--- src/sv/itoa_pkg.sv ---
// ----------------------------------------------------------------------------
// itoa_pkg
// Shared constants, types and helpers for the integer to ASCII converter.
// ----------------------------------------------------------------------------
package itoa_pkg;

	// Data sizes
	localparam int VALUE_WIDTH = 32;
	localparam int MAX_DIGITS  = 32;
	localparam int CNT_W       = $clog2(MAX_DIGITS + 1);
	localparam int ADDR_W      = $clog2(MAX_DIGITS);
	localparam int RADIX_W     = 6;
	localparam int DIGIT_W     = 6;
	localparam int CHAR_W      = 8;
	localparam int RECIP_DEPTH = 37;

	// Radix limits and codes
	localparam logic [RADIX_W-1:0] RADIX_MIN   = RADIX_W'(2);
	localparam logic [RADIX_W-1:0] RADIX_MAX   = RADIX_W'(36);
	localparam logic [RADIX_W-1:0] RADIX_RESET = RADIX_W'(10);
	localparam logic [RADIX_W-1:0] RADIX_DEC   = RADIX_W'(10);

	// Character codes
	localparam logic [CHAR_W-1:0]  CHAR_ZERO    = 8'h30;
	localparam logic [CHAR_W-1:0]  CHAR_LOWER_A = 8'h61;
	localparam logic [CHAR_W-1:0]  CHAR_MINUS   = 8'h2d;
	localparam logic [DIGIT_W-1:0] DIGIT_MAX_DEC = DIGIT_W'(9);
	localparam logic [DIGIT_W-1:0] DIGIT_TEN     = DIGIT_W'(10);

	typedef logic [VALUE_WIDTH-1:0] word_t;

	// floor(2^W / r) for each radix; underestimates the quotient by at most one
	localparam logic [VALUE_WIDTH:0] POW = (VALUE_WIDTH + 1)'(1) << VALUE_WIDTH;
	localparam word_t RECIP [RECIP_DEPTH] = '{
		'0, '0,
		word_t'(POW / 2),  word_t'(POW / 3),  word_t'(POW / 4),  word_t'(POW / 5),
		word_t'(POW / 6),  word_t'(POW / 7),  word_t'(POW / 8),  word_t'(POW / 9),
		word_t'(POW / 10), word_t'(POW / 11), word_t'(POW / 12), word_t'(POW / 13),
		word_t'(POW / 14), word_t'(POW / 15), word_t'(POW / 16), word_t'(POW / 17),
		word_t'(POW / 18), word_t'(POW / 19), word_t'(POW / 20), word_t'(POW / 21),
		word_t'(POW / 22), word_t'(POW / 23), word_t'(POW / 24), word_t'(POW / 25),
		word_t'(POW / 26), word_t'(POW / 27), word_t'(POW / 28), word_t'(POW / 29),
		word_t'(POW / 30), word_t'(POW / 31), word_t'(POW / 32), word_t'(POW / 33),
		word_t'(POW / 34), word_t'(POW / 35), word_t'(POW / 36)
	};

	// Sequencer states
	typedef enum logic [2:0] {
		ST_IDLE,
		ST_MUL,
		ST_BACK,
		ST_FIX,
		ST_SIGN,
		ST_READ,
		ST_SHOW
	} state_t;

	// Digit value to ASCII
	function automatic logic [CHAR_W-1:0] digit_char(input logic [DIGIT_W-1:0] d);
		logic [CHAR_W-1:0] dx;
		dx = {{(CHAR_W-DIGIT_W){1'b0}}, d};
		if (d > DIGIT_MAX_DEC)
			return CHAR_LOWER_A + dx - {{(CHAR_W-DIGIT_W){1'b0}}, DIGIT_TEN};
		else
			return CHAR_ZERO + dx;
	endfunction

endpackage

--- src/sv/itoa_if.sv ---
// ----------------------------------------------------------------------------
// itoa_if
// Valid/ready channels for input values and output characters.
// ----------------------------------------------------------------------------

// Input channel: one signed value per item
interface itoa_in_if;
	logic                                    valid;
	logic                                    ready;
	logic signed [itoa_pkg::VALUE_WIDTH-1:0] value;

	modport source (output valid, output value, input ready);
	modport sink (input valid, input value, output ready);
endinterface

// Output channel: one character per item
interface itoa_out_if;
	logic                          valid;
	logic                          ready;
	logic [itoa_pkg::CHAR_W-1:0]   character;
	logic                          last_char;

	modport source (output valid, output character, output last_char, input ready);
	modport sink (input valid, input character, input last_char, output ready);
endinterface

--- src/sv/integer_to_ascii_radix.sv ---
// ----------------------------------------------------------------------------
// integer_to_ascii_radix
// Converts an integer to ASCII digits in a programmable radix (signed in radix ten).
// Each digit is found on the shared multiplier: multiply by the reciprocal,
// multiply back by the radix, then correct. Then the sign and the characters
// are emitted, most significant first, each held until the output is ready.
// A new value is accepted only when idle, after the last character of the last.
// Reset: arst_n clears the sequencer, count and sign; radix returns to ten.
// ----------------------------------------------------------------------------
module integer_to_ascii_radix (
	input  logic                           clk,
	input  logic                           arst_n,
	input  logic                           cfg_we,
	input  logic [itoa_pkg::RADIX_W-1:0]   cfg_wdata,
	itoa_in_if.sink                        in_item,
	itoa_out_if.source                     out_item
);

	localparam int W  = itoa_pkg::VALUE_WIDTH;
	localparam int RW = itoa_pkg::RADIX_W;

	itoa_pkg::state_t                state_q, state_d;
	logic [RW-1:0]                   radix_q;
	logic [itoa_pkg::CNT_W-1:0]      cnt_q;
	logic                            neg_q;

	logic [W-1:0]                    rq_q;
	logic [RW-1:0]                   r_q;
	logic [W-1:0]                    m_q;
	logic [2*W-1:0]                  prod_q;
	logic [W-1:0]                    hi_q;
	logic [itoa_pkg::DIGIT_W-1:0]    rd_q;
	logic [itoa_pkg::DIGIT_W-1:0]    mem [itoa_pkg::MAX_DIGITS];

	logic                            accept;
	logic [W-1:0]                    v_in;
	logic [RW-1:0]                   r_in;
	logic                            neg_in;
	logic [W-1:0]                    mul_a, mul_b;
	logic [2*W-1:0]                  mul_p;
	logic [W-1:0]                    rem;
	logic [W-1:0]                    r_ext;
	logic                            rem_ge;
	logic [itoa_pkg::DIGIT_W-1:0]    digit;
	logic [W-1:0]                    q_next;
	logic [itoa_pkg::CNT_W-1:0]      cnt_inc;
	logic                            more;
	logic [itoa_pkg::ADDR_W-1:0]     rd_addr;

	assign accept = in_item.valid && in_item.ready;

	// Clamp radix and fold sign at the start of a conversion
	always_comb begin
		v_in = W'(in_item.value);
		if (radix_q < itoa_pkg::RADIX_MIN)
			r_in = itoa_pkg::RADIX_MIN;
		else if (radix_q > itoa_pkg::RADIX_MAX)
			r_in = itoa_pkg::RADIX_MAX;
		else
			r_in = radix_q;
		neg_in = v_in[W-1] && (r_in == itoa_pkg::RADIX_DEC);
	end

	// Shared multiplier: quotient estimate, then estimate times radix
	always_comb begin
		r_ext = {{(W-RW){1'b0}}, r_q};
		mul_a = (state_q == itoa_pkg::ST_MUL) ? rq_q : prod_q[2*W-1:W];
		mul_b = (state_q == itoa_pkg::ST_MUL) ? m_q : r_ext;
		mul_p = {{W{1'b0}}, mul_a} * {{W{1'b0}}, mul_b};
	end

	// Remainder correction; the estimate is low by at most one
	always_comb begin
		rem     = rq_q - prod_q[W-1:0];
		rem_ge  = rem >= r_ext;
		digit   = rem_ge ? itoa_pkg::DIGIT_W'(rem - r_ext) : itoa_pkg::DIGIT_W'(rem);
		q_next  = rem_ge ? hi_q + W'(1) : hi_q;
		cnt_inc = cnt_q + itoa_pkg::CNT_W'(1);
		more    = (q_next != '0) && (cnt_inc < itoa_pkg::CNT_W'(itoa_pkg::MAX_DIGITS));
		rd_addr = itoa_pkg::ADDR_W'(cnt_q - itoa_pkg::CNT_W'(1));
	end

	// Next state
	always_comb begin
		state_d = state_q;
		unique case (state_q)
			itoa_pkg::ST_IDLE: if (in_item.valid) state_d = itoa_pkg::ST_MUL;
			itoa_pkg::ST_MUL:  state_d = itoa_pkg::ST_BACK;
			itoa_pkg::ST_BACK: state_d = itoa_pkg::ST_FIX;
			itoa_pkg::ST_FIX: begin
				if (more)
					state_d = itoa_pkg::ST_MUL;
				else if (neg_q)
					state_d = itoa_pkg::ST_SIGN;
				else
					state_d = itoa_pkg::ST_READ;
			end
			itoa_pkg::ST_SIGN: if (out_item.ready) state_d = itoa_pkg::ST_READ;
			itoa_pkg::ST_READ: state_d = itoa_pkg::ST_SHOW;
			itoa_pkg::ST_SHOW: begin
				if (out_item.ready)
					state_d = (cnt_q == '0) ? itoa_pkg::ST_IDLE : itoa_pkg::ST_READ;
			end
			default: state_d = itoa_pkg::ST_IDLE;
		endcase
	end

	// Handshake and output item
	always_comb begin
		in_item.ready      = 1'b0;
		out_item.valid     = 1'b0;
		out_item.character = itoa_pkg::digit_char(rd_q);
		out_item.last_char = 1'b0;
		unique case (state_q)
			itoa_pkg::ST_IDLE: in_item.ready = 1'b1;
			itoa_pkg::ST_SIGN: begin
				out_item.valid     = 1'b1;
				out_item.character = itoa_pkg::CHAR_MINUS;
			end
			itoa_pkg::ST_SHOW: begin
				out_item.valid     = 1'b1;
				out_item.last_char = (cnt_q == '0);
			end
			default: ;
		endcase
	end

	// Control registers
	always_ff @(posedge clk or negedge arst_n) begin
		if (!arst_n) begin
			state_q <= itoa_pkg::ST_IDLE;
			radix_q <= itoa_pkg::RADIX_RESET;
			cnt_q   <= '0;
			neg_q   <= 1'b0;
		end else begin
			state_q <= state_d;
			if (cfg_we)
				radix_q <= cfg_wdata;
			if (accept) begin
				cnt_q <= '0;
				neg_q <= neg_in;
			end else if (state_q == itoa_pkg::ST_FIX) begin
				cnt_q <= cnt_inc;
			end else if (state_q == itoa_pkg::ST_READ) begin
				cnt_q <= cnt_q - itoa_pkg::CNT_W'(1);
			end
		end
	end

	// Datapath registers
	always_ff @(posedge clk) begin
		if (accept) begin
			rq_q <= neg_in ? (W'(0) - v_in) : v_in;
			r_q  <= r_in;
			m_q  <= itoa_pkg::RECIP[r_in];
		end
		if (state_q == itoa_pkg::ST_MUL || state_q == itoa_pkg::ST_BACK)
			prod_q <= mul_p;
		if (state_q == itoa_pkg::ST_BACK)
			hi_q <= prod_q[2*W-1:W];
		if (state_q == itoa_pkg::ST_FIX)
			rq_q <= q_next;
	end

	// Digit store, least significant digit first
	always_ff @(posedge clk) begin
		if (state_q == itoa_pkg::ST_FIX)
			mem[cnt_q[itoa_pkg::ADDR_W-1:0]] <= digit;
		if (state_q == itoa_pkg::ST_READ)
			rd_q <= mem[rd_addr];
	end

endmodule
--- src/flat_wrapper.sv ---
// flat-port wrapper written by rule: the top's interface ports become plain ports
module integer_to_ascii_radix_flat 
  (clk, arst_n, cfg_we, cfg_wdata, in_item_valid, in_item_value, in_item_ready, out_item_valid, out_item_character, out_item_last_char, out_item_ready);
  itoa_in_if in_item_i ();
  itoa_out_if out_item_i ();
  input  logic clk;
  input  logic arst_n;
  input  logic cfg_we;
  input  logic [itoa_pkg::RADIX_W-1:0] cfg_wdata;
  input wire logic [$bits(in_item_i.valid)-1:0] in_item_valid;
  input wire logic [$bits(in_item_i.value)-1:0] in_item_value;
  output wire logic [$bits(in_item_i.ready)-1:0] in_item_ready;
  output wire logic [$bits(out_item_i.valid)-1:0] out_item_valid;
  output wire logic [$bits(out_item_i.character)-1:0] out_item_character;
  output wire logic [$bits(out_item_i.last_char)-1:0] out_item_last_char;
  input wire logic [$bits(out_item_i.ready)-1:0] out_item_ready;
  assign in_item_i.valid = in_item_valid;
  assign in_item_i.value = in_item_value;
  assign in_item_ready = in_item_i.ready;
  assign out_item_valid = out_item_i.valid;
  assign out_item_character = out_item_i.character;
  assign out_item_last_char = out_item_i.last_char;
  assign out_item_i.ready = out_item_ready;
  integer_to_ascii_radix u_core (.clk(clk), .arst_n(arst_n), .cfg_we(cfg_we), .cfg_wdata(cfg_wdata), .in_item(in_item_i), .out_item(out_item_i));
endmodule
--- config.mk ---
export PLATFORM = sky130hd
export DESIGN_NAME = integer_to_ascii_radix_flat
export DESIGN_NICKNAME = d
export VERILOG_FILES = /design/src/sv/itoa_pkg.sv /design/src/sv/itoa_if.sv /design/src/sv/integer_to_ascii_radix.sv /design/src/flat_wrapper.sv
export SDC_FILE = /design/constraint.sdc
export NUM_CORES = 2
export LEC_CHECK = 0
export ABC_AREA = 1
export BUFFER_PORTS_ARGS = -buffer_cell sky130_fd_sc_hd__buf_2
export CAP_MARGIN = 20
export CORE_ASPECT_RATIO = 1.75
export CORE_MARGIN = 2
export CORE_UTILIZATION = 52
export DETAILED_ROUTE_END_ITERATION = 6
export GPL_ROUTABILITY_DRIVEN = 0
export PLACE_DENSITY = 0.74
export SYNTH_ARGS = -nofsm -noshare
export SYNTH_HDL_FRONTEND = slang
export SYNTH_SLANG_ARGS = --single-unit
export TNS_END_PERCENT = 10
--- constraint.sdc ---
create_clock -name clk -period 20.9 [get_ports clk]
set_clock_uncertainty 0.05 [all_clocks]
set_input_delay 1.045 -clock clk [delete_from_list [all_inputs] [get_ports clk]]
set_output_delay 1.045 -clock clk [all_outputs]
set_load 0.01 [all_outputs]
### Yosys cells after proc, flatten, opt, wreduce, memory -nomap -nowiden

Memories as Yosys holds them, arrays and structs flattened. A register that Yosys moved wholly into a read port is not among the register bits.
Index checks and enable logic that the tools add are counted.

* add/sub/neg operators: 9
* multiply operators: 1
* order comparisons: 5
* eq/ne operators: 10
* mux-type cells: 26
* bitwise logic cells: 1
* reductions and logical operators: 11

Operators with widths (count)
* 32-bit 2-to-1 mux: 6
* 32-bit by 32-bit multiplier with 64-bit output: 1
* 6-bit 2-to-1 mux: 6
* 32-bit by 1-bit adder with 32-bit output (second input constant): 1
* 32-bit by 6-bit >= comparator with 1-bit output: 1
* 32-bit nonzero test: 1
* 1-bit by 32-bit subtractor with 32-bit output (first input constant): 1
* 32-bit subtractor: 1
* 3-bit case mux with 7 select lines: 1
* 8-bit 2-to-1 mux: 2
* 3-bit 2-to-1 mux: 5
* 3-bit equality test (second input constant): 3
* 7-bit by 6-bit adder with 8-bit output (first input constant): 1
* 8-bit by 4-bit subtractor with 8-bit output (second input constant): 1
* 6-bit by 6-bit adder with 7-bit output (first input constant): 1
* 6-bit NOT with 7-bit output: 1
* 6-bit by 1-bit adder with 6-bit output (second input constant): 1
* 3-bit by 2-bit equality test with 1-bit output (second input constant): 2
* 6-bit by 4-bit equality test with 1-bit output (second input constant): 1
* 6-bit by 4-bit > comparator with 1-bit output (second input constant): 1
* 6-bit > comparator (second input constant): 1
* 6-bit logical NOT: 1
* 6-bit by 2-bit less-than comparator with 1-bit output (second input constant): 1
* 6-bit less-than comparator (second input constant): 1
* other kinds (12): 21

* bits in registers: 150
* bits in writable memories: 192
* bits in read-only memories: 2048
* word-level logic and storage cells: 73
* memories kept: 2

Memory list
* (no name shown): depth 64, width 32, read ports 1, clocked after Yosys merged registers in 1, write ports 0, RTL line integer_to_ascii_radix.sv:155 `m_q <= itoa_pkg::RECIP[r_in];`
* u_core.mem: depth 32, width 6, read ports 1, clocked after Yosys merged registers in 1, write ports 1, RTL line integer_to_ascii_radix.sv:33 `logic [itoa_pkg::DIGIT_W-1:0] mem [itoa_pkg::MAX_DIGITS];`

### Logic depth before layout (Yosys ltp)

* depth in word-level cells: 8
* gate-level depth with buffers: 45
* mapped depth without buffers: 43

### Worst setup path before layout

OpenSTA, ideal clock, no wires.

* path type: register to register
* start point: reg u_core.state_q[0]
* end point: reg u_core.prod_q[51] (data pin)
* setup time: 0.259 ns
* arrival: 8.148 ns
* data required time: 20.591 ns
* path slack: 12.443 ns
* stages on the path, launching flop included: 38
* period minus slack after synthesis: 8.457 ns
* cells stage by stage: dfrtp_1 > inv_1 > nor2_1 > inv_1 > nor2_1 > inv_2 > clkbuf_1 > o21ai_1 > inv_1 > clkbuf_1 > nor2_1 > fa_1 > inv_1 > fa_1 > fa_1 > fa_1 > inv_1 > fa_1 > [2 not listed] > inv_1 > fa_1 > inv_1 > ha_1 > nand2_1 > nor2_1 > inv_1 > nor3_1 > inv_1 > o21ai_0 > a21oi_1 > inv_1 > a21oi_1 > o21ai_0 > a21boi_0 > o31ai_1 > a21oi_1 > xnor2_1

* longest elaborated chain between the ends: 3

Ends and longest elaborated chain
* start: declaration: RTL line integer_to_ascii_radix.sv:22 `itoa_pkg::state_t state_q, state_d;`
* start signal: assignment: RTL line integer_to_ascii_radix.sv:131 `state_q <= itoa_pkg::ST_IDLE;`
* start signal: assignment: RTL line integer_to_ascii_radix.sv:136 `state_q <= state_d;`
* 3-bit by 1-bit equality test with 1-bit output *: RTL line integer_to_ascii_radix.sv:67, integer_to_ascii_radix.sv:68
* 32-bit 2-to-1 mux, on equally long branches: RTL line integer_to_ascii_radix.sv:67, integer_to_ascii_radix.sv:68
* 32-bit by 32-bit multiplier with 64-bit output *: RTL line integer_to_ascii_radix.sv:69 `mul_p = {{W{1'b0}}, mul_a} * {{W{1'b0}}, mul_b};`
* named net u_core.mul_p[51]: RTL line integer_to_ascii_radix.sv:40 `logic [2*W-1:0] mul_p;`
* end signal: assignment: RTL line integer_to_ascii_radix.sv:158 `prod_q <= mul_p;`
* end: declaration: RTL line integer_to_ascii_radix.sv:30 `logic [2*W-1:0] prod_q;`

Mark *: on every way through the listed nets, which the timed path passes. The rest lies on a longest branch.
A chain may end at the register's enable or synchronous reset.

### Worst setup path after layout

* start point: reg u_core.state_q[0]
* end point: reg u_core.prod_q[61] (data pin)

The elaborated chain is that of the path after synthesis.

==> results.tsv <==
stage	metric	value	unit
floorplan	rows	155	
sta	period_minus_slack	11.86	ns
worst_setup_path	cpPeakStageDelay	0.79	ns
synth	synth_seq_cells	380	
worst_setup_path	critPathTopFamily	adder cells	
floorplan	dieHeight	426.7	um
floorplan	die_area	0.1047	mm2
worst_setup_path	crit_top_cell	fa_1	
synth	synth_cells	6255	
sta	maxSlewViolCount	0	
synth	ys.flop_type	edfxtp_1	
floorplan	die_w	245.5	um
grt	grt_pass1_vias	46922	
drt	wl_per_cell	27.21	um
sta	setup_viol	0	
worst_setup_path	crit_path_end_kind	register	
finish	utilization	0.5553	
synth	syn_area	0.05308	mm2
place	dp_hpwl	154.3	mm
synth	synth-edff-count	364	
drt	dr.pass1.iters	7	
worst_setup_path	cp_num_buf_inv	9	
finish	drive_gt1_frac	0.04262	
worst_setup_path	worstSetupStartpoint	u_core.state_q[0]	
worst_setup_path	timing.rr.start	u_core.state_q[0]	
sta	rsz0062_at_grt	no	
synth	syn-num-nets	7522	
synth	yosysWarnings	0	
finish	areaGrowthSynthToFinish	6.320	%
clock_tree	ctsHoldBuffers	0	
drt	dr.first_iter.drc_count	5646	
sta	hold_viol	0	
drt	drt-total-wl	207.9	mm
worst_setup_path	reg2regPathDepth	32	
synth	synthArstFlopShare	0.04211	
grt	grt_start_max_net_pins	98	
clock_tree	numCtsBuffers	39	
sta	min_period_over_period	0.5673	
place	placed_area	0.05504	mm2
floorplan	coreArea	0.1016	mm2
clock_tree	insertion_delay	0.59	ns
sta	worst_pin_slew	1.229	ns
sta	relSlewSlack	0.1800	
drt	drcViolationCount	211	
clock_tree	cts.sinks	380	
place	pre_cts_slack	10.01	ns
grt	antenna_found_initial	26	
worst_setup_path	arrival	12.12	ns
sta	fin_ws	9.044	ns
drt	vias	46344	
drt	viasPerCell	6.065	
finish	final_area	0.05643	mm2
clock_tree	root_buffer	clkbuf_16	
drt	ant_nets	0	
worst_setup_path	critPathLaunchType	register	
clock_tree	post_cts_buffers	0	
clock_tree	clk_pin_slew	0.06	ns
floorplan	initial_utilization	0.5223	
finish	finalNetCount	7525	
worst_setup_path	cp.required	21.16	ns
grt	track_usage	0.4076	
clock_tree	clock_path_buffers	3	
clock_tree	cts_resized	0	
grt	grt-ovfl-total	0	
worst_setup_path	worst-path-stages	32	
floorplan	ios	54	
worst_setup_path	worstSetupPathType	reg2reg	
worst_setup_path	critPathCapture	u_core.prod_q[61]	
grt	grt_pass1_wl	300.2	mm
synth	synth.distinct_cells	54	
run_status	status	finished with violations	
worst_setup_path	reg2reg_slack	9.04	ns
synth	avgSynthCellArea	8.486	um2
worst_hold_path	min_path_type	in2async	
clock_tree	htree_levels	2	
place	io_buffers	53	
synth	yosysSeqAreaShare	0.2135	
worst_setup_path	cp_slowest_cell	clkinv_1	
run_status	violations	design-rule violations	
job	drv_cap	0	
worst_setup_path	cp_max_fo	70	
clock_tree	cts_tree	built	
worst_setup_path	regToRegEndpoint	u_core.prod_q[61]	
sta	finalSetupTns	0	ns
sta	fmax	0.08434	GHz
area by class of cell:
cell class	instances	area, um2
flip-flops and latches	380	11330
inverters	1384	5196
fillers	9061	45190
clock inverters	27	256.5
multi-input cells	4303	35910
well taps	1334	1669
diodes	19	47.55
clock buffers	44	994.7
repair buffers	150	1025
worst min path at each step:
stage                                    to  slack (ns)
after floorplan              u_core.hi_q[0]        0.38
after global placement       u_core.hi_q[0]        0.42
after detailed placement     u_core.hi_q[0]        0.42
after CTS                   u_core.cnt_q[4]        0.37
after global routing        u_core.cnt_q[5]        0.39
final                     u_core.radix_q[2]        0.38
synth_stat cells, types with 3 or more instances:
library cell,instances,area share
a2111oi_0,3,0.00050
a21o_1,3,0.00042
a21oi_1,161,0.015
a31oi_1,29,0.0034
and3_1,3,0.00035
buf_1,11,0.00078
buf_2,7,0.00066
clkbuf_1,168,0.012
clkinv_1,27,0.0019
dfrtp_1,14,0.0066
edfxtp_1,364,0.21
fa_1,898,0.34
ha_1,326,0.077
inv_1,1345,0.095
inv_2,12,0.00085
mux2i_1,20,0.0038
nand2_1,1173,0.083
nand2_2,3,0.00035
nand3_1,146,0.014
nand3_2,3,0.00057
nand3b_1,8,0.0011
nand4_1,24,0.0028
nor2_1,1012,0.072
nor2_2,8,0.00094
nor3_1,38,0.0036
nor4_1,11,0.0013
o211ai_1,33,0.0047
o21a_1,14,0.0020
o21ai_0,180,0.017
o21ai_1,8,0.00075
o221ai_1,25,0.0041
o22ai_1,3,0.00035
o311ai_0,3,0.00050
o31ai_1,7,0.00099
o32ai_1,29,0.0048
or2_2,6,0.00071
xnor2_1,38,0.0063
xor2_1,69,0.011
registers in the layout, summed over array words and instances (netlist names):
register and cells:
u_core.radix_q 6, u_core.state_q 3, u_core.m_q 32, u_core.rd_q 6
u_core.prod_q 64, u_core.mem 192, u_core.rq_q 32, u_core.cnt_q 6
u_core.hi_q 32, u_core.neg_q 1, u_core.r_q 6
per-stage QoR:
stage	hold WS, ns	std cells
6_report	0.3801	7641
5_1_grt	0.3927	7628
4_1_cts	0.3677	7614
3_5_place_dp	0.4203	7543
3_3_place_gp	0.4162	7543
2_1_floorplan	0.3767	6255
cells in the final DEF (no fill, tap or decap), types with 7 or more instances in the layout:
cell type	n
o21a_1	14
xor2_1	69
edfxtp_1	364
nor2_1	1009
diode_2	19
ha_1	325
nand2_1	1173
nand3b_1	8
o221ai_1	25
buf_4	92
inv_1	1345
clkbuf_16	39
o21ai_0	178
nor2_2	11
nor4_1	11
clkinv_1	32
mux2i_1	19
nand3_1	146
o31ai_1	7
dfrtp_1	13
clkinv_2	7
inv_2	11
nand4_1	24
o211ai_1	33
nor3_1	37
o32ai_1	29
a21oi_1	156
xnor2_1	38
buf_2	53
a31oi_1	29
fa_1	898
routing by layer:
metal  track usage  routed length (um)  share of wire  up-vias
li1              -                   -              -    19068
met1        0.3971               58280           0.28    22157
met2        0.6276               91970           0.44     3598
met3        0.1869               29020           0.14     1497
met4        0.3978               28360           0.14       24
met5       0.02007                 258         0.0012        -
cells by family (layout without fill, tap and decap cells):
family	count (synthesis)	in the layout	synth area share
AND/OR/NAND/NOR	2439	2439	0.1808
buffers and inverters	1572	1605	0.1116
adder cells (fa/ha/maj)	1224	1224	0.4155
AO/OA/AOI/OAI	513	513	0.05712
flip-flops	380	380	0.2135
XOR/XNOR	107	107	0.01766
multiplexers	20	20	0.003772
other	0	19	0
Power is not shown: default switching activity piles up to over one toggle a cycle in this logic, so the estimate is an artifact.
